===== config.mk =====
export PLATFORM = sky130hd
export DESIGN_NAME = linear_range_map_rounded_u16_core
export DESIGN_NICKNAME = d
export VERILOG_FILES = /design/src/design/lrm_pkg.sv /design/src/design/lrm_prep.sv /design/src/design/lrm_div_cell.sv /design/src/design/linear_range_map_rounded_u16_core.sv
export SDC_FILE = /design/constraint.sdc
export NUM_CORES = 2
export LEC_CHECK = 0
export BUFFER_PORTS_ARGS = -buffer_cell sky130_fd_sc_hd__buf_4
export CORE_AREA = 2 2 379 381
export DETAILED_ROUTE_END_ITERATION = 8
export DIE_AREA = 0 0 381 383
export GPL_TIMING_DRIVEN = 0
export PLACE_DENSITY = 0.62
export SYNTH_ARGS = -nofsm -noshare
export SYNTH_HDL_FRONTEND = slang
export SYNTH_SLANG_ARGS = --single-unit

===== constraint.sdc =====
create_clock -name clk -period 8.5 [get_ports clk]
set_input_delay 0.425 -clock clk [delete_from_list [all_inputs] [get_ports clk]]
set_output_delay 0.425 -clock clk [all_outputs]
set_load 0.02 [all_outputs]

===== src/design/lrm_pkg.sv =====
package lrm_pkg;

    // width of the register index on the configuration port
    localparam int CFG_INDEX_WIDTH = 8;

    typedef logic [CFG_INDEX_WIDTH-1:0] cfg_index_t;

    // register indexes
    localparam cfg_index_t REG_INPUT_LOW      = cfg_index_t'(0);
    localparam cfg_index_t REG_INPUT_HIGH     = cfg_index_t'(1);
    localparam cfg_index_t REG_OUTPUT_AT_LOW  = cfg_index_t'(2);
    localparam cfg_index_t REG_OUTPUT_AT_HIGH = cfg_index_t'(3);

    // per-item flags carried down the pipeline
    typedef struct packed {
        logic bypass;   // clamped: result is the base value as it stands
        logic falling;  // output range falls: subtract quotient from base
    } map_flags_t;

endpackage


===== src/design/lrm_prep.sv =====
module lrm_prep #(
    parameter int DATA_WIDTH = 16
) (
    input  logic                      clk,
    input  logic                      rst_n,
    input  logic                      in_valid,
    output logic                      in_ready,
    input  logic [DATA_WIDTH-1:0]     sample,
    input  logic [DATA_WIDTH-1:0]     input_low,
    input  logic [DATA_WIDTH-1:0]     input_high,
    input  logic [DATA_WIDTH-1:0]     output_at_low,
    input  logic [DATA_WIDTH-1:0]     output_at_high,
    output logic                      out_valid,
    input  logic                      out_ready,
    output logic [2*DATA_WIDTH-1:0]   num,
    output logic [DATA_WIDTH-1:0]     span,
    output logic [DATA_WIDTH-1:0]     base,
    output lrm_pkg::map_flags_t       flags
);

    localparam int W = DATA_WIDTH;

    // stage a: range check and spans
    logic                a_valid_reg;
    logic                a_ready;
    logic [W-1:0]        a_offset_reg;
    logic [W-1:0]        a_span_reg;
    logic [W-1:0]        a_ospan_reg;
    logic [W-1:0]        a_base_reg;
    lrm_pkg::map_flags_t a_flags_reg;

    // stage b: product
    logic                b_valid_reg;
    logic                b_ready;
    logic [2*W-1:0]      b_prod_reg;
    logic [W-1:0]        b_span_reg;
    logic [W-1:0]        b_base_reg;
    lrm_pkg::map_flags_t b_flags_reg;

    // stage c: rounded numerator
    logic                c_valid_reg;
    logic                c_ready;
    logic [2*W-1:0]      c_num_reg;
    logic [W-1:0]        c_span_reg;
    logic [W-1:0]        c_base_reg;
    lrm_pkg::map_flags_t c_flags_reg;

    logic                below;
    logic                above;
    lrm_pkg::map_flags_t a_flags_next;
    logic [W-1:0]        a_base_next;
    logic [W-1:0]        a_offset_next;
    logic [W-1:0]        a_ospan_next;

    // per-stage flow control
    assign c_ready  = !c_valid_reg || out_ready;
    assign b_ready  = !b_valid_reg || c_ready;
    assign a_ready  = !a_valid_reg || b_ready;
    assign in_ready = a_ready;

    // clamp decision and spans
    always_comb
    begin
        below                = sample < input_low;
        above                = sample >= input_high;
        a_flags_next.bypass  = below || above;
        a_flags_next.falling = output_at_high < output_at_low;
        if (!below && above)
        begin
            a_base_next = output_at_high;
        end
        else
        begin
            a_base_next = output_at_low;
        end
        a_offset_next = a_flags_next.bypass ? '0 : sample - input_low;
        a_ospan_next  = a_flags_next.falling ? output_at_low - output_at_high
                                             : output_at_high - output_at_low;
    end

    // valid flags
    always_ff @(posedge clk or negedge rst_n)
    begin
        if (!rst_n)
        begin
            a_valid_reg <= 1'b0;
            b_valid_reg <= 1'b0;
            c_valid_reg <= 1'b0;
        end
        else
        begin
            if (a_ready)
            begin
                a_valid_reg <= in_valid;
            end
            if (b_ready)
            begin
                b_valid_reg <= a_valid_reg;
            end
            if (c_ready)
            begin
                c_valid_reg <= b_valid_reg;
            end
        end
    end

    // payload
    always_ff @(posedge clk)
    begin
        if (in_valid && a_ready)
        begin
            a_offset_reg <= a_offset_next;
            a_span_reg   <= input_high - input_low;
            a_ospan_reg  <= a_ospan_next;
            a_base_reg   <= a_base_next;
            a_flags_reg  <= a_flags_next;
        end
        if (a_valid_reg && b_ready)
        begin
            b_prod_reg  <= {{W{1'b0}}, a_offset_reg} * {{W{1'b0}}, a_ospan_reg};
            b_span_reg  <= a_span_reg;
            b_base_reg  <= a_base_reg;
            b_flags_reg <= a_flags_reg;
        end
        if (b_valid_reg && c_ready)
        begin
            c_num_reg   <= b_prod_reg + {{(W+1){1'b0}}, b_span_reg[W-1:1]};
            c_span_reg  <= b_span_reg;
            c_base_reg  <= b_base_reg;
            c_flags_reg <= b_flags_reg;
        end
    end

    assign out_valid = c_valid_reg;
    assign num       = c_num_reg;
    assign span      = c_span_reg;
    assign base      = c_base_reg;
    assign flags     = c_flags_reg;

endmodule


===== src/design/lrm_div_cell.sv =====
module lrm_div_cell #(
    parameter int DATA_WIDTH = 16
) (
    input  logic                  clk,
    input  logic                  rst_n,
    input  logic                  in_valid,
    output logic                  in_ready,
    input  logic [DATA_WIDTH-1:0] in_rem,
    input  logic [DATA_WIDTH-1:0] in_num,
    input  logic [DATA_WIDTH-1:0] in_quot,
    input  logic [DATA_WIDTH-1:0] in_span,
    input  logic [DATA_WIDTH-1:0] in_base,
    input  lrm_pkg::map_flags_t   in_flags,
    output logic                  out_valid,
    input  logic                  out_ready,
    output logic [DATA_WIDTH-1:0] out_rem,
    output logic [DATA_WIDTH-1:0] out_num,
    output logic [DATA_WIDTH-1:0] out_quot,
    output logic [DATA_WIDTH-1:0] out_span,
    output logic [DATA_WIDTH-1:0] out_base,
    output lrm_pkg::map_flags_t   out_flags
);

    localparam int W = DATA_WIDTH;

    logic                valid_reg;
    logic [W-1:0]        rem_reg;
    logic [W-1:0]        num_reg;
    logic [W-1:0]        quot_reg;
    logic [W-1:0]        span_reg;
    logic [W-1:0]        base_reg;
    lrm_pkg::map_flags_t flags_reg;

    logic [W:0]          trial;
    logic [W:0]          diff;
    logic                take;
    logic [W-1:0]        rem_next;

    assign in_ready = !valid_reg || out_ready;

    // one restoring step: bring down the next numerator bit, subtract if it fits
    always_comb
    begin
        trial    = {in_rem, in_num[W-1]};
        diff     = trial - {1'b0, in_span};
        take     = !diff[W];
        rem_next = take ? diff[W-1:0] : trial[W-1:0];
    end

    always_ff @(posedge clk or negedge rst_n)
    begin
        if (!rst_n)
        begin
            valid_reg <= 1'b0;
        end
        else if (in_ready)
        begin
            valid_reg <= in_valid;
        end
    end

    always_ff @(posedge clk)
    begin
        if (in_valid && in_ready)
        begin
            rem_reg   <= rem_next;
            num_reg   <= {in_num[W-2:0], 1'b0};
            quot_reg  <= {in_quot[W-2:0], take};
            span_reg  <= in_span;
            base_reg  <= in_base;
            flags_reg <= in_flags;
        end
    end

    assign out_valid = valid_reg;
    assign out_rem   = rem_reg;
    assign out_num   = num_reg;
    assign out_quot  = quot_reg;
    assign out_span  = span_reg;
    assign out_base  = base_reg;
    assign out_flags = flags_reg;

endmodule


===== src/design/linear_range_map_rounded_u16_core.sv =====
// Linear range map with clamp and round-to-nearest. Each sample is mapped from the
// input range [input_low, input_high) onto output_at_low .. output_at_high (which may
// fall); samples below input_low give output_at_low, other samples at or above
// input_high give output_at_high. The block takes one item per clock while the
// result side does not stall, and passes it through stages of range check,
// multiply and rounding offset, a chain of DATA_WIDTH divider cells each settling
// one quotient bit, and an output register that applies the quotient to the base
// value. Every stage has its own valid bit, so bubbles close up and a stalled
// result only holds back the stages behind it. Registers are written through the
// cfg port (index 0 input_low, 1 input_high, 2 output_at_low, 3 output_at_high;
// other indexes are ignored), always ready, and must only be changed while no item
// is in flight. Reset gives the identity map.
module linear_range_map_rounded_u16_core #(
    parameter int DATA_WIDTH = 16
) (
    input  logic                                clk,
    input  logic                                rst_n,
    input  logic                                cfg_valid,
    output logic                                cfg_ready,
    input  logic [lrm_pkg::CFG_INDEX_WIDTH-1:0] cfg_index,
    input  logic [DATA_WIDTH-1:0]               cfg_data,
    input  logic                                sample_valid,
    output logic                                sample_ready,
    input  logic [DATA_WIDTH-1:0]               sample,
    output logic                                mapped_valid,
    input  logic                                mapped_ready,
    output logic [DATA_WIDTH-1:0]               mapped
);

    localparam int W = DATA_WIDTH;

    logic [W-1:0] input_low_reg;
    logic [W-1:0] input_high_reg;
    logic [W-1:0] output_at_low_reg;
    logic [W-1:0] output_at_high_reg;

    logic         mapped_valid_reg;
    logic [W-1:0] mapped_reg;
    logic [W-1:0] mapped_next;
    logic         out_ready;

    logic [2*W-1:0] prep_num;

    // divider chain wiring, entry 0 is the chain input
    logic                chain_valid [0:W];
    logic                chain_ready [0:W];
    logic [W-1:0]        chain_rem   [0:W];
    logic [W-1:0]        chain_num   [0:W];
    logic [W-1:0]        chain_quot  [0:W];
    logic [W-1:0]        chain_span  [0:W];
    logic [W-1:0]        chain_base  [0:W];
    lrm_pkg::map_flags_t chain_flags [0:W];

    logic [W:0] sum_up;
    logic [W:0] sum_down;

    // configuration registers
    assign cfg_ready = 1'b1;

    always_ff @(posedge clk or negedge rst_n)
    begin
        if (!rst_n)
        begin
            input_low_reg      <= '0;
            input_high_reg     <= '1;
            output_at_low_reg  <= '0;
            output_at_high_reg <= '1;
        end
        else if (cfg_valid)
        begin
            case (cfg_index)
                lrm_pkg::REG_INPUT_LOW:      input_low_reg      <= cfg_data;
                lrm_pkg::REG_INPUT_HIGH:     input_high_reg     <= cfg_data;
                lrm_pkg::REG_OUTPUT_AT_LOW:  output_at_low_reg  <= cfg_data;
                lrm_pkg::REG_OUTPUT_AT_HIGH: output_at_high_reg <= cfg_data;
                default:
                begin
                end
            endcase
        end
    end

    // range check, product and rounding offset
    lrm_prep #(
        .DATA_WIDTH (W)
    ) u_prep (
        .clk            (clk),
        .rst_n          (rst_n),
        .in_valid       (sample_valid),
        .in_ready       (sample_ready),
        .sample         (sample),
        .input_low      (input_low_reg),
        .input_high     (input_high_reg),
        .output_at_low  (output_at_low_reg),
        .output_at_high (output_at_high_reg),
        .out_valid      (chain_valid[0]),
        .out_ready      (chain_ready[0]),
        .num            (prep_num),
        .span           (chain_span[0]),
        .base           (chain_base[0]),
        .flags          (chain_flags[0])
    );

    assign chain_rem[0]  = prep_num[2*W-1:W];
    assign chain_num[0]  = prep_num[W-1:0];
    assign chain_quot[0] = '0;

    // divider: one cell per quotient bit, most significant first
    for (genvar i = 0; i < W; i++)
    begin : g_cell
        lrm_div_cell #(
            .DATA_WIDTH (W)
        ) u_cell (
            .clk       (clk),
            .rst_n     (rst_n),
            .in_valid  (chain_valid[i]),
            .in_ready  (chain_ready[i]),
            .in_rem    (chain_rem[i]),
            .in_num    (chain_num[i]),
            .in_quot   (chain_quot[i]),
            .in_span   (chain_span[i]),
            .in_base   (chain_base[i]),
            .in_flags  (chain_flags[i]),
            .out_valid (chain_valid[i+1]),
            .out_ready (chain_ready[i+1]),
            .out_rem   (chain_rem[i+1]),
            .out_num   (chain_num[i+1]),
            .out_quot  (chain_quot[i+1]),
            .out_span  (chain_span[i+1]),
            .out_base  (chain_base[i+1]),
            .out_flags (chain_flags[i+1])
        );
    end

    // apply quotient to the base value
    assign out_ready      = !mapped_valid_reg || mapped_ready;
    assign chain_ready[W] = out_ready;

    always_comb
    begin
        sum_up   = {1'b0, chain_base[W]} + {1'b0, chain_quot[W]};
        sum_down = {1'b0, chain_base[W]} - {1'b0, chain_quot[W]};
        if (chain_flags[W].bypass)
        begin
            mapped_next = chain_base[W];
        end
        else if (chain_flags[W].falling)
        begin
            mapped_next = sum_down[W-1:0];
        end
        else
        begin
            mapped_next = sum_up[W-1:0];
        end
    end

    // output register
    always_ff @(posedge clk or negedge rst_n)
    begin
        if (!rst_n)
        begin
            mapped_valid_reg <= 1'b0;
        end
        else if (out_ready)
        begin
            mapped_valid_reg <= chain_valid[W];
        end
    end

    always_ff @(posedge clk)
    begin
        if (chain_valid[W] && out_ready)
        begin
            mapped_reg <= mapped_next;
        end
    end

    assign mapped_valid = mapped_valid_reg;
    assign mapped       = mapped_reg;

    // rising map never carries past the top of the output range
    a_no_carry: assert property (@(posedge clk) disable iff (!rst_n)
        chain_valid[W] && !chain_flags[W].bypass && !chain_flags[W].falling
        |-> !sum_up[W])
        else $error("rising map overflowed");

    // falling map never borrows below the bottom of the output range
    a_no_borrow: assert property (@(posedge clk) disable iff (!rst_n)
        chain_valid[W] && !chain_flags[W].bypass && chain_flags[W].falling
        |-> !sum_down[W])
        else $error("falling map underflowed");

    // divider remainder stays below the divisor at the chain input
    a_rem_bound: assert property (@(posedge clk) disable iff (!rst_n)
        chain_valid[0] && !chain_flags[0].bypass
        |-> chain_rem[0] < chain_span[0])
        else $error("quotient would not fit the output width");

    // an empty output register never holds back the input
    a_ready_when_empty: assert property (@(posedge clk) disable iff (!rst_n)
        !mapped_valid_reg |-> sample_ready)
        else $error("pipeline stalled with no result waiting");

endmodule


## Word level (Yosys, flattened, before mapping)

Index checks and enable logic that the tools add are counted.

- Flip-flop bits (word level): 1,322
- Bits of input ports: 45
- Logic and storage cells: 283

- Add/subtract/negate cells: 23
- Multipliers: 1
- $lt $le $gt $ge: 3
- Eq/ne operators: 3
- Multiplexer cells: 19
- Reduce and logical (&&, ||, !) cells: 84

Operators with widths:

| cell | count |
|---|---|
| $mux 16 | 19 |
| $sub 17x16->17 | 16 |
| $sub 16x16->16 | 5 |
| $logic_not 1->1 | 37 |
| $add 32x15->32 | 1 |
| $lt 16x16->1 | 2 |
| $mul 16x16->32 | 1 |
| $logic_and 1x1->1 | 21 |
| $logic_or 1x1->1 | 21 |
| $add 16x16->16 | 1 |
| $eq 8x2->1 const B | 2 |
| $ge 16x16->1 | 1 |
| $eq 8x1->1 const B | 1 |
| $logic_not 8->1 | 1 |
| $reduce_and 2->1 | 4 |

## Logic depth before layout (Yosys ltp)

- Word-level depth: 22
- Gate-level depth with buffers: 23

## Hierarchy

A second synthesis with hierarchy kept.

- Cells, all modules: 5,646
- Area total of the unflattened synthesis: 79,562.6 sq um

Modules (own cells, without submodules):

| module | instances | cells each | area each (sq um) |
|---|---|---|---|
| lrm_div_cell at g_cell[0].u_cell ... | 10 | 215 | 3,497.1 |
| lrm_div_cell at g_cell[10].u_cell ... | 6 | 215 | 3,499.6 |
| lrm_prep | 1 | 1,871 | 19,417.4 |
| linear_range_map_rounded_u16_core | 1 | 335 | 4,176.5 |

## Worst setup path after synthesis

OpenSTA, ideal clock, no wires.

- Kind: reg-to-reg
- From: register mapped_valid_reg (netlist: mapped_valid)
- To: register g_cell[6].u_cell.base_reg[0], enable pin
- Setup time: 591 ps
- Data arrival time: 6,218 ps
- Data required time: 7,909 ps
- Setup slack: 1,691 ps
- Stages on the path, launching flop included: 8
- Clock period less this slack: 6,809 ps
- Cells stage by stage: dfrtp_1 > nor2b_1 > nand3_1 > nor2_1 > and2_1 > and3_1 > and3_1 > a21boi_0

- Word-level cells in the longest chain between the ends: 13

RTL lines:

| element | RTL line | source |
|---|---|---|
| start, declared | linear_range_map_rounded_u16_core.sv:37 | `logic mapped_valid_reg;` |
| start signal, assigned | linear_range_map_rounded_u16_core.sv:166 | `mapped_valid_reg <= chain_valid[W];` |
| $logic_not 1->1 | linear_range_map_rounded_u16_core.sv:136 | `assign out_ready = !mapped_valid_reg \|\| mapped_ready;` |
| $logic_or 1x1->1 | linear_range_map_rounded_u16_core.sv:136 |  |
| $logic_or 1x1->1 (10 in a row) | lrm_div_cell.sv:39 | `assign in_ready = !valid_reg \|\| out_ready;` |
| $logic_and 1x1->1 | lrm_div_cell.sv:64 | `if (in_valid && in_ready)` |
| end signal, assigned | lrm_div_cell.sv:70 | `base_reg <= in_base;` |
| end, declared | lrm_div_cell.sv:31 | `logic [W-1:0] base_reg;` |

Every way passes these cells.
A chain may end at the register's enable or synchronous reset.

## Worst setup path after layout

- From: register u_prep.a_offset_reg[10]
- To: register u_prep.b_prod_reg[31] (data pin)

- Word-level cells in the longest chain between the ends: 1

RTL lines:

| element | RTL line | source |
|---|---|---|
| start, declared | lrm_prep.sv:26 | `logic [W-1:0] a_offset_reg;` |
| start signal, assigned | lrm_prep.sv:112 | `a_offset_reg <= a_offset_next;` |
| $mul 16x16->32 | lrm_prep.sv:120 | `b_prod_reg <= {{W{1'b0}}, a_offset_reg} * {{W{1'b0}}, a_ospan_reg};` |
| end signal, assigned | lrm_prep.sv:120 |  |
| end, declared | lrm_prep.sv:35 | `logic [2*W-1:0] b_prod_reg;` |

Every way passes these cells.

==> results.ini <==
[clock_network]
cts.sinks = 1322
clockBufferDepth = 3
clk_pin_slew_ns = 0.06
cts_setup_buffers = 0
clock_latency_ns = 0.80
cts_tree = built
h-tree-depth = 4
cts_buffers = 143
cts-root-buf = clkbuf_16

[sta]
fmax_mhz = 137
period_share = 0.860
holdWs_ns = 0.176
post-route-min-period_ns = 7.31
finalClockSkew_ns = 0.0737
finalHoldViolations = 0
report.final.slew_viol_count = 0
finalSetupViolCount = 0
fin_ws_ns = 1.19
tightest_slew_ns = 1.24
slew_headroom = 0.169
rsz0062_at_grt = false

[detailed_routing]
num_vias = 39200
routedWlPerCell_um = 17.9
route.detailed.drc = 0
drtIter0Drc = 2176
ant_nets = 0
first_pass_iters = 5
wl_um = 133000
vias_per_cell = 5.26

[floorplanning]
die_area_um2 = 146000
core_um2 = 142000
row_count = 139
die_w_um = 381
die_h_um = 383
start_util = 0.485
io_pins = 64

[critical_path]
required_ns = 9.03
crit_slowest_cell = edfxtp_1
crit_path_frequent_cell = fa_1
cp_cell_sequence = clkbuf_1 -> nand2_1 -> fa_1 -> fa_1 -> fa_1 -> fa_1 -> inv_1 -> fa_1 -> inv_1 -> fa_1 -> inv_1 -> ha_1 -> a21o_1 -> nand2_1 -> inv_1 -> o311ai_0 -> a21boi_1 -> a21o_1 -> or3_1 -> a31oi_1 -> xnor2_1
reg2reg_slack_ns = 1.19
critPathKind = flop to flop
reg2regPathDepth = 21
crit_path_max_fanout = 10
arrival_ns = 7.84
critPathCaptureType = flop
cp-startpoint = u_prep.a_offset_reg[10]$_SDFFCE_PP0P_
worstReg2RegStart = u_prep.a_offset_reg[10]$_SDFFCE_PP0P_
max_stage_delay_ns = 0.60
r2r_end = u_prep.b_prod_reg[31]$_DFFE_PP_
timing.critical_path.to = u_prep.b_prod_reg[31]$_DFFE_PP_
cp-start-kind = flop

[grt]
track_usage = 0.186
antenna_found_initial = 1
grt_max_degree = 85
grt-ovfl-total = 0
grt_pass1_vias = 40100
grt_pass1_wl_um = 215000

[logic_synthesis]
syn_avg_cell_area_um2 = 13.3
synth_warnings = 0
async_flop_share = 0.0635
synth_seq_area_share = 0.570
synth_edf_count = 1238
syn_inst = 5178
yosysUniqueCellTypes = 76
syn-num-nets = 5906
ys_ff_latch = 1322
ys.flop_type = edfxtp_1
syn_area_um2 = 69000

[placement]
gp_congestion = 0.862
dp.final_hpwl_um = 101000
placed_cells = 7169
place_ws_ns = 1.34
port_buffers = 62

[layout]
regArea_um2 = 39300
final_layout_size_suffix_gt1_frac = 0.123
fillers = 11900
final_cells = 7450
syn_to_final_growth_pct = 12.3
finalNetCount = 6158
final_cell_mix = edfxtp_1, inv_1, ha_1
layout.cells.most_common = edfxtp_1
multi_input_area_um2 = 27100
largest_register_ffs = 256
antennaDiodeCount = 0
fin_util = 0.544

[pwr]
peakVddDrop_uv = 535
powerDensity_nw_per_um2 = 409
leakage_nw = 31.4

[job]
cap_violations = 0

[min_path]
hp-class = primary input to flop
hp-start = cfg_index[1]

[status]
outcome = finished clean

-- Yosys cell counts, types with 11 or more instances --
library cell | count | area [um2]
and2_1 | 157 | 982
or2_2 | 14 | 87.6
a211oi_1 | 35 | 263
dfrtp_1 | 52 | 1300
edfxtp_1 | 1238 | 37200
nor2_1 | 215 | 807
xnor2_1 | 232 | 2030
fa_1 | 215 | 4300
o21ai_0 | 160 | 801
or3_1 | 22 | 138
a31oi_1 | 29 | 181
o21bai_1 | 25 | 188
dfstp_2 | 32 | 841
xor2_1 | 62 | 543
a211o_1 | 17 | 149
nand2_1 | 269 | 1010
and3_1 | 35 | 219
nor3_1 | 48 | 240
ha_1 | 468 | 5860
a21oi_1 | 247 | 1240
inv_1 | 629 | 2360
nand3b_1 | 13 | 97.6
a2111oi_0 | 16 | 140
mux2_2 | 244 | 2750
o21a_1 | 94 | 706
a22o_1 | 12 | 105
a21o_1 | 96 | 721
nand2b_1 | 36 | 225
nor2b_1 | 70 | 438
nand3_1 | 53 | 265
o211ai_1 | 13 | 97.6
o31ai_1 | 17 | 128
clkbuf_1 | 58 | 218
or4_1 | 21 | 158
o31a_1 | 23 | 201
o22ai_1 | 11 | 68.8
a21boi_0 | 26 | 195
mux2_4 | 12 | 180
buf_2 | 12 | 60.1
mux2i_1 | 55 | 551
-- layer usage --
layer | vias to the layer above | global-route usage | wire, um
met3 | 230 | 0.0284 | 4690
met2 | 643 | 0.320 | 66400
met4 | 0 | 0.0609 | 3860
met5 | - | 0 | 0
met1 | 19300 | 0.242 | 58400
li1 | 19000 | - | -
-- power breakdown --
part	switching (mW)	internal, mW
sequential	0.793	9.68
combinational	8.10	7.03
clock	2.65	3.45
-- what timing repair did --
action,in CTS,in global routing
gates resized for setup,0,0
hold buffers,19,0
endpoints found under the hold margin,120,0
-- cells by family (layout without fill, tap and decap cells) --
group / after synthesis / after routing / synth area share
DFF: 1322 / 1322 / 0.570
and+or+nand+nor: 981 / 981 / 0.0709
AOI/OAI and AO/OA: 881 / 881 / 0.0840
buffers and inverters: 703 / 1072 / 0.0391
adders and majority gates: 683 / 683 / 0.147
muxes: 311 / 311 / 0.0504
xor gates and xnor gates: 296 / 296 / 0.0381
other: 1 / 1 / 0.0000544
-- cell type report --
type | count | share of cell area
Buffer | 74 | 0.00430
Clock buffer | 171 | 0.0482
Clock inverter | 91 | 0.0128
Inverter | 629 | 0.0305
Multi-Input combinational cell | 3153 | 0.350
Sequential cell | 1322 | 0.508
Tap cell | 1903 | 0.0307
Timing Repair Buffer | 107 | 0.0163
-- metrics by stage --
step           total power [mW]  setup TNS, ns  cell area [um2]
5_1_grt                    34.2              0            77500
3_3_place_gp               25.5        -301.42            71800
4_1_cts                    32.1              0            77500
6_report                   31.7              0            77500
2_1_floorplan              22.2              0            69000
3_5_place_dp               25.8              0            72500
-- critical path, delay by kind of cell, from the launching register on --
family | cells | cell delay (ns)
AOI/OAI and AO/OA | 5 | 1.58
xor gates and xnor gates | 1 | 0.10
adders and majority gates | 7 | 3.46
buffers and inverters | 5 | 0.71
DFF | 1 | 0.60
and+or+nand+nor | 3 | 0.60
-- worst min-delay path by stage --
| stage | end | cells past startpoint |
|---|---|---|
| after global placement | g_cell[15].u_cell.out_base[6]$_DFFE_PP_ | 0 |
| after CTS | input_low_reg[0]$_DFFE_PN0P_ | 3 |
| after global routing | input_low_reg[0]$_DFFE_PN0P_ | 3 |
| final | input_low_reg[0]$_DFFE_PN0P_ | 3 |
| after detailed placement | g_cell[0].u_cell.out_base[1]$_DFFE_PP_ | 0 |
| after floorplan | g_cell[0].u_cell.out_valid$_DFFE_PN0P_ | 0 |
Power figures use the tool's default switching activity.
